--- config.mk ---
export PLATFORM = sky130hd
export DESIGN_NAME = backslash_escape_decoder_core_flat
export DESIGN_NICKNAME = d
export VERILOG_FILES = /design/src/hw/rtl/bed_pkg.sv /design/src/hw/rtl/bed_if.sv /design/src/hw/rtl/backslash_escape_decoder_core.sv /design/src/flat_wrapper.sv
export SDC_FILE = /design/constraint.sdc
export NUM_CORES = 1
export LEC_CHECK = 0
export BUFFER_PORTS_ARGS = -buffer_cell sky130_fd_sc_hd__buf_2
export CAP_MARGIN = 20
export CORE_ASPECT_RATIO = 1.5
export CORE_MARGIN = 1.5
export CORE_UTILIZATION = 40
export DETAILED_ROUTE_END_ITERATION = 10
export PLACE_DENSITY = 0.68
export SLEW_MARGIN = 15
export SYNTH_ARGS = -nofsm -noshare
export SYNTH_HDL_FRONTEND = slang
export SYNTH_SLANG_ARGS = --single-unit
--- constraint.sdc ---
create_clock -name clk -period 3.7 [get_ports clk]
set_clock_uncertainty 0.05 [all_clocks]
set_input_delay 1.11 -clock clk [delete_from_list [all_inputs] [get_ports clk]]
set_output_delay 1.11 -clock clk [all_outputs]
set_load 0.005 [all_outputs]
--- src/hw/rtl/bed_pkg.sv ---
// Package for the backslash escape decoder.
// Holds the decode mode encoding, character constants and the result word type.
// No dependencies.
`timescale 1ns / 1ps

package bed_pkg;

  // Decode modes. Codes 5 to 7 are never produced and act as plain text.
  typedef enum logic [2:0] {
    MODE_TEXT = 3'd0,
    MODE_ESC  = 3'd1,
    MODE_OCT1 = 3'd2,
    MODE_OCT2 = 3'd3,
    MODE_HEX  = 3'd4
  } bed_mode_t;

  // Source characters that steer the decoder.
  localparam logic [7:0] CH_NUL   = 8'h00;
  localparam logic [7:0] CH_BSL   = 8'h5C;
  localparam logic [7:0] CH_AMP   = 8'h26;
  localparam logic [7:0] CH_X     = 8'h78;
  localparam logic [7:0] CH_N     = 8'h6E;
  localparam logic [7:0] CH_T     = 8'h74;
  localparam logic [7:0] CH_R     = 8'h72;
  localparam logic [7:0] CH_F     = 8'h66;
  localparam logic [7:0] CH_B     = 8'h62;
  localparam logic [7:0] CH_V     = 8'h76;
  localparam logic [7:0] CH_A     = 8'h61;

  // Control bytes that the simple escapes decode to.
  localparam logic [7:0] CTL_LF   = 8'h0A;
  localparam logic [7:0] CTL_TAB  = 8'h09;
  localparam logic [7:0] CTL_CR   = 8'h0D;
  localparam logic [7:0] CTL_FF   = 8'h0C;
  localparam logic [7:0] CTL_BS   = 8'h08;
  localparam logic [7:0] CTL_VT   = 8'h0B;
  localparam logic [7:0] CTL_BEL  = 8'h07;

  // Depth of the result queue; one byte can cause at most two words.
  localparam int unsigned QUEUE_DEPTH = 2;

  // One result word.
  typedef struct packed {
    logic [7:0] out_char;
    logic       is_end;
  } bed_res_t;

endpackage

--- src/hw/rtl/bed_if.sv ---
// Valid/ready channel interfaces for the backslash escape decoder.
// bed_in_if carries source bytes, bed_out_if carries decoded words.
// No dependencies.
`timescale 1ns / 1ps

interface bed_in_if;
  logic       valid;
  logic       ready;
  logic [7:0] in_char;

  modport source (output valid, output in_char, input ready);
  modport sink (input valid, input in_char, output ready);
endinterface

interface bed_out_if;
  logic       valid;
  logic       ready;
  logic [7:0] out_char;
  logic       is_end;

  modport source (output valid, output out_char, output is_end, input ready);
  modport sink (input valid, input out_char, input is_end, output ready);
endinterface

--- src/hw/rtl/backslash_escape_decoder_core.sv ---
// Backslash escape decoder, top level.
// Depends on bed_pkg and the channel interfaces in bed_if.sv.
//
// Usage:
//   in_ch  (sink)   : one source byte per word; a zero byte ends the string.
//   out_ch (source) : decoded bytes; the word with is_end set closes the string
//                     and carries out_char of zero.
// A source byte is taken into an input register, decoded there by a short
// combinational step against the decode mode and the octal/hex accumulator,
// and its zero, one or two result words are written into a two-entry output
// queue, from whose head out_ch is driven. Throughput is one byte per cycle
// while the queue has room for the words of the byte in the input register.
// A byte that flushes a pending octal or hex value gives two words, which the
// single output port drains one at a time; the queue absorbs them or holds
// back the input by dropping in_ch.ready.
// When the receiver stalls, the queue fills and in_ch.ready drops once the
// word in the input register has no room; nothing is lost or repeated.
// Reset (rst_n low, synchronous) empties the queue and the input register and
// returns the decoder to plain text mode with a zero accumulator.
`timescale 1ns / 1ps

module backslash_escape_decoder_core
  import bed_pkg::*;
(
  input  logic         clk,
  input  logic         rst_n,
  bed_in_if.sink       in_ch,
  bed_out_if.source    out_ch
);

  // Input register.
  logic       byte_vld_r;
  logic [7:0] byte_r;

  // Decoder state.
  bed_mode_t  mode_r, mode_nxt;
  logic [7:0] acc_r, acc_nxt;

  // Output queue, entry 0 is the head.
  bed_res_t   q_r [QUEUE_DEPTH];
  bed_res_t   q_nxt [QUEUE_DEPTH];
  logic [1:0] cnt_r, cnt_nxt;

  // Decode results for the byte in the input register.
  logic [1:0] n_res;
  bed_res_t   res0, res1;

  logic       is_oct, is_hex;
  logic [3:0] hex_val;
  logic       adv, pop, fits;

  // Digit classification.
  always_comb begin
    is_oct  = (byte_r >= 8'h30) && (byte_r <= 8'h37);
    is_hex  = 1'b0;
    hex_val = byte_r[3:0];
    if ((byte_r >= 8'h30) && (byte_r <= 8'h39)) begin
      is_hex = 1'b1;
    end else if (((byte_r >= 8'h61) && (byte_r <= 8'h66)) ||
                 ((byte_r >= 8'h41) && (byte_r <= 8'h46))) begin
      is_hex  = 1'b1;
      hex_val = {1'b0, byte_r[2:0]} + 4'd9;
    end
  end

  // Decode step: next mode, next accumulator and up to two result words.
  always_comb begin
    logic [7:0] flush_val;
    logic       flush;
    logic       plain;

    mode_nxt  = mode_r;
    acc_nxt   = acc_r;
    n_res     = 2'd0;
    res0      = '{out_char: CH_NUL, is_end: 1'b0};
    res1      = '{out_char: CH_NUL, is_end: 1'b0};
    flush_val = acc_r;
    flush     = 1'b0;
    plain     = 1'b0;

    unique case (mode_r)
      MODE_ESC: begin
        mode_nxt = MODE_TEXT;
        if (byte_r == CH_NUL) begin
          acc_nxt = '0;
          n_res   = 2'd1;
          res0    = '{out_char: CH_NUL, is_end: 1'b1};
        end else if (is_oct) begin
          acc_nxt  = {5'd0, byte_r[2:0]};
          mode_nxt = MODE_OCT1;
        end else if (byte_r == CH_X) begin
          acc_nxt  = '0;
          mode_nxt = MODE_HEX;
        end else if (byte_r != CH_AMP) begin
          n_res = 2'd1;
          unique case (byte_r)
            CH_N:    res0.out_char = CTL_LF;
            CH_T:    res0.out_char = CTL_TAB;
            CH_R:    res0.out_char = CTL_CR;
            CH_F:    res0.out_char = CTL_FF;
            CH_B:    res0.out_char = CTL_BS;
            CH_V:    res0.out_char = CTL_VT;
            CH_A:    res0.out_char = CTL_BEL;
            default: res0.out_char = byte_r;
          endcase
        end
      end
      MODE_OCT1, MODE_OCT2: begin
        if (is_oct) begin
          if (mode_r == MODE_OCT1) begin
            acc_nxt  = {acc_r[4:0], byte_r[2:0]};
            mode_nxt = MODE_OCT2;
          end else begin
            n_res         = 2'd1;
            res0.out_char = {acc_r[4:0], byte_r[2:0]};
            acc_nxt       = '0;
            mode_nxt      = MODE_TEXT;
          end
        end else begin
          flush = 1'b1;
        end
      end
      MODE_HEX: begin
        if (is_hex) begin
          acc_nxt = {acc_r[3:0], hex_val};
        end else begin
          flush = 1'b1;
        end
      end
      default: begin
        plain = 1'b1;
      end
    endcase

    // A flush emits the pending value, then the byte is handled as text.
    if (flush) begin
      n_res         = 2'd1;
      res0.out_char = flush_val;
      acc_nxt       = '0;
      plain         = 1'b1;
    end

    // Plain text handling of the byte.
    if (plain) begin
      if (byte_r == CH_NUL) begin
        mode_nxt = MODE_TEXT;
        acc_nxt  = '0;
        if (flush) begin
          res1  = '{out_char: CH_NUL, is_end: 1'b1};
          n_res = 2'd2;
        end else begin
          res0  = '{out_char: CH_NUL, is_end: 1'b1};
          n_res = 2'd1;
        end
      end else if (byte_r == CH_BSL) begin
        mode_nxt = MODE_ESC;
      end else begin
        mode_nxt = MODE_TEXT;
        if (flush) begin
          res1  = '{out_char: byte_r, is_end: 1'b0};
          n_res = 2'd2;
        end else begin
          res0  = '{out_char: byte_r, is_end: 1'b0};
          n_res = 2'd1;
        end
      end
    end
  end

  // Handshake and room check for the decoded words.
  assign pop = out_ch.valid && out_ch.ready;

  always_comb begin
    unique case (n_res)
      2'd0:    fits = 1'b1;
      2'd1:    fits = (cnt_r != 2'd2) || pop;
      2'd2:    fits = (cnt_r == 2'd0) || ((cnt_r == 2'd1) && pop);
      default: fits = 1'b0;
    endcase
  end

  assign adv         = byte_vld_r && fits;
  assign in_ch.ready = !byte_vld_r || adv;

  // Next contents of the output queue: pop the head, then append.
  always_comb begin
    logic [1:0] base;

    q_nxt[0] = q_r[0];
    q_nxt[1] = q_r[1];
    base     = cnt_r;
    if (pop) begin
      q_nxt[0] = q_r[1];
      base     = cnt_r - 2'd1;
    end
    cnt_nxt = base;
    if (adv) begin
      if (n_res != 2'd0) begin
        if (base == 2'd0) begin
          q_nxt[0] = res0;
          q_nxt[1] = res1;
        end else begin
          q_nxt[1] = res0;
        end
      end
      cnt_nxt = base + n_res;
    end
  end

  // Control registers.
  always_ff @(posedge clk) begin
    if (!rst_n) begin
      byte_vld_r <= 1'b0;
      mode_r     <= MODE_TEXT;
      acc_r      <= '0;
      cnt_r      <= '0;
    end else begin
      if (in_ch.ready) begin
        byte_vld_r <= in_ch.valid;
      end
      if (adv) begin
        mode_r <= mode_nxt;
        acc_r  <= acc_nxt;
      end
      cnt_r <= cnt_nxt;
    end
  end

  // Payload registers.
  always_ff @(posedge clk) begin
    if (in_ch.valid && in_ch.ready) begin
      byte_r <= in_ch.in_char;
    end
    q_r[0] <= q_nxt[0];
    q_r[1] <= q_nxt[1];
  end

  // Output port drive from the queue head.
  assign out_ch.valid    = (cnt_r != 2'd0);
  assign out_ch.out_char = q_r[0].out_char;
  assign out_ch.is_end   = q_r[0].is_end;

endmodule

--- src/flat_wrapper.sv ---
// flat-port wrapper written by rule: the top's interface ports become plain ports
module backslash_escape_decoder_core_flat import bed_pkg::*;
  (clk, rst_n, in_ch_valid, in_ch_in_char, in_ch_ready, out_ch_valid, out_ch_out_char, out_ch_is_end, out_ch_ready);
  bed_in_if in_ch_i ();
  bed_out_if out_ch_i ();
  input  logic clk;
  input  logic rst_n;
  input wire logic [$bits(in_ch_i.valid)-1:0] in_ch_valid;
  input wire logic [$bits(in_ch_i.in_char)-1:0] in_ch_in_char;
  output wire logic [$bits(in_ch_i.ready)-1:0] in_ch_ready;
  output wire logic [$bits(out_ch_i.valid)-1:0] out_ch_valid;
  output wire logic [$bits(out_ch_i.out_char)-1:0] out_ch_out_char;
  output wire logic [$bits(out_ch_i.is_end)-1:0] out_ch_is_end;
  input wire logic [$bits(out_ch_i.ready)-1:0] out_ch_ready;
  assign in_ch_i.valid = in_ch_valid;
  assign in_ch_i.in_char = in_ch_in_char;
  assign in_ch_ready = in_ch_i.ready;
  assign out_ch_valid = out_ch_i.valid;
  assign out_ch_out_char = out_ch_i.out_char;
  assign out_ch_is_end = out_ch_i.is_end;
  assign out_ch_i.ready = out_ch_ready;
  backslash_escape_decoder_core u_core (.clk(clk), .rst_n(rst_n), .in_ch(in_ch_i), .out_ch(out_ch_i));
endmodule
==> flow_metrics.tcl <==
set metrics [dict create \
    p_per_area_mw_per_mm2 523 \
    synth_edf_count 17 \
    core_area_sq_mm 0.00690 \
    setup_viol_count_final 0 \
    portBuffers 22 \
    io_pins 23 \
    start_util_pct 41.3 \
    timing.rr.start "u_core.byte_r[7]$_DFFE_PP_" \
    dominantRegCellSynth "dfxtp_1" \
    grt_pass1_wl_microns 12400 \
    clk_pin_slew_ns 0.08 \
    rows 37 \
    sequentialPowerShare_pct 38.2 \
    timing.slew.headroom_pct 38.4 \
    critPathArrivalTime_ns 2.49 \
    critPathKind "register to primary output" \
    yosysMostFrequentCell "a21oi_1" \
    grt_pass1_vias 2492 \
    die_area_sq_mm 0.00765 \
    htreeDepth 2 \
    crit_start "u_core.byte_r[7]$_DFFE_PP_" \
    ys_warn_count 0 \
    netlist_instances 305 \
    fmax_ghz 0.274 \
    ys_types 75 \
    async_flop_share_pct 0 \
    worstPathCellList "or3b_4, nor2_1, o41ai_4, a211oi_2, or3_4, buf_2" \
    crit_slowest_cell "edfxtp_1" \
    swShare_pct 36.6 \
    cp-start-kind "register" \
    hold_viol 0 \
    synth_seq_area_share_pct 34.1 \
    syn_area_sq_mm 0.00285 \
    insertion_delay_ns 0.31 \
    grt_max_degree 15 \
    ant_nets 0 \
    holdCritStartpoint "u_core.acc_r[5]$_SDFFE_PN0P_" \
    whs_ns 0.463 \
    finalWirelength_microns 7550 \
    synth_top_area_cell "edfxtp_1" \
    crit_family "simple AND/OR/NAND/NOR gates" \
    critPathBufInv 1 \
    n_antenna_cell 0 \
    cts_root_buffer "clkbuf_8" \
    clockBufferDepth 2 \
    fp.dieW_microns 71.9 \
    dp_slack_ns 0.214 \
    cts_tree "done" \
    final_core_util_pct 46.9 \
    p_switching_uw 619 \
    first_pass_iters 5 \
    status "complete, no violations" \
    p_leak_uw 0.00115 \
    routed_via_density 6.18 \
    die_height_microns 106 \
    synth_area_leaders "edfxtp_1, dfxtp_1, mux2i_1" \
    hold_path.class "register to register" \
    fillCellCount 640 \
    synth_nets 325 \
    min_period_ns 3.65 \
    cts_buffers 5 \
    drc 0 \
    antenna_found_initial 0 \
    cts_sinks 40 \
    track_usage_pct 20.8 \
    maxCapViolations 0 \
    crit_path_max_incr_delay_ns 0.54 \
    grt_remaining_overflow 0 \
    vdd_drop_max_mv 0.237 \
    end_kind "primary output" \
    synthTopCellsByCount "a21oi_1, dfxtp_1, nor2_1" \
    p_int_uw 1070 \
    avgSynthCellArea_sq_um 9.34 \
    comb_power_share_pct 41.1 \
    cp_max_fo 7 \
    dp_hpwl_microns 5740 \
    clkPwrFrac_pct 20.6 \
    syn_to_final_growth_pct 13.4 \
    layout-drive-gt1-share_pct 25.2 \
    slew_violations 0 \
    tightest_slew_ns 0.924 \
    wl_per_cell_microns 18.5 \
    nets 349 \
    initialDrtViolationCount 167 \
    ys_ff_latch 40 \
    period_share_pct 98.6 \
    yosys.area.top_type_share_pct 17.9 \
    num_vias 2523 \
    required_ns 2.54 \
    gp_congestion 0.944 \
    fin_ws_ns 0.0531 \
]
## registers in the layout, summed over array words and instances, names as in the netlist
register / cells
u_core.q_r: 18
u_core.cnt_r: 2
u_core.acc_r: 8
u_core.byte_r: 8
u_core.byte_vld_r: 1
u_core.mode_r: 3
## stage by stage
stage                     TNS [ns]  std cells  power [uW]  instance area, sq um
after global routing      -0.00133        408        1820                  3230
after floorplan                  0        305        1210                  2850
after detailed placement         0        392        1320                  3000
final                            0        408        1690                  3230
after global placement           0        392        1300                  3000
after CTS                        0        402        1680                  3150
## path summary, 6_finish.rpt
path | endpoint | slack [ns] | cells past startpoint
worst min-delay path | u_core.acc_r[5]$_SDFFE_PN0P_ | 0.46 | 1
worst max-delay path | in_ch_ready | 0.05 | 6
worst max register to register | u_core.q_r[0][11]$_DFFE_PP_ | 0.67 | 7
worst min register to register | u_core.acc_r[5]$_SDFFE_PN0P_ | 0.46 | 1
## cell families after synthesis
group           synth area share (%)
flops                           34.1
simple gates                    20.6
buf+inv                         7.51
compound gates                  26.5
fa+ha+maj                       3.51
mux                             6.32
xor+xnor                        1.54
## final cells by class
| cell class | instances | area [sq um] | share of cell area (%) |
|---|---|---|---|
| Sequential cell | 40 | 971 | 30.0 |
| Multi-Input combinational cell | 224 | 1720 | 53.3 |
| Timing Repair Buffer | 45 | 283 | 8.75 |
| Inverter | 13 | 48.8 | 1.51 |
| Tap cell | 78 | 97.6 | 3.02 |
| Clock inverter | 2 | 16.3 | 0.503 |
| Clock buffer | 6 | 93.8 | 2.90 |
## layer usage
metal	track usage, %	vias to the layer above	routed length, microns
met4	12.4	0	336
met3	4.17	32	312
met5	0	-	0
met1	23.3	1199	2950
li1	-	1201	-
met2	35.8	91	3950
## layout by cell type, fill, tap and decap left out, types with 4 or more instances in the layout
master	netlist	routed
a21oi_1	25	25
a222oi_1	4	4
a22o_1	5	5
a31oi_1	5	5
a32o_1	9	9
buf_2	6	22
buf_4	10	23
clkbuf_8	0	5
dfxtp_1	23	23
edfxtp_1	17	17
ha_1	8	7
inv_1	12	10
mux2i_1	18	18
nand2_1	17	17
nand2b_1	4	4
nand3_1	4	4
nand4_1	5	5
nor2_1	22	22
nor2b_1	7	7
o21ai_0	13	13
xnor2_1	4	4
## power by group through the flow
stage / sequential, uW / combinational [uW] / clock (uW)
after detailed placement: 659 / 663 / 0
after CTS: 649 / 674 / 360
after global placement: 655 / 646 / 0
final: 646 / 695 / 348
after floorplan: 642 / 568 / 0
after global routing: 661 / 773 / 382
## timing repair
action                                  in CTS  in global routing
resized for setup                            4                  8
endpoints found under the setup margin       1                  1
gates cloned                                 0                  0
endpoints found under the hold margin        0                  0
hold buffers                                 0                  0
buffers inserted                             2                  6
pin swaps                                    0                  1
Power figures use the tool's default switching activity.
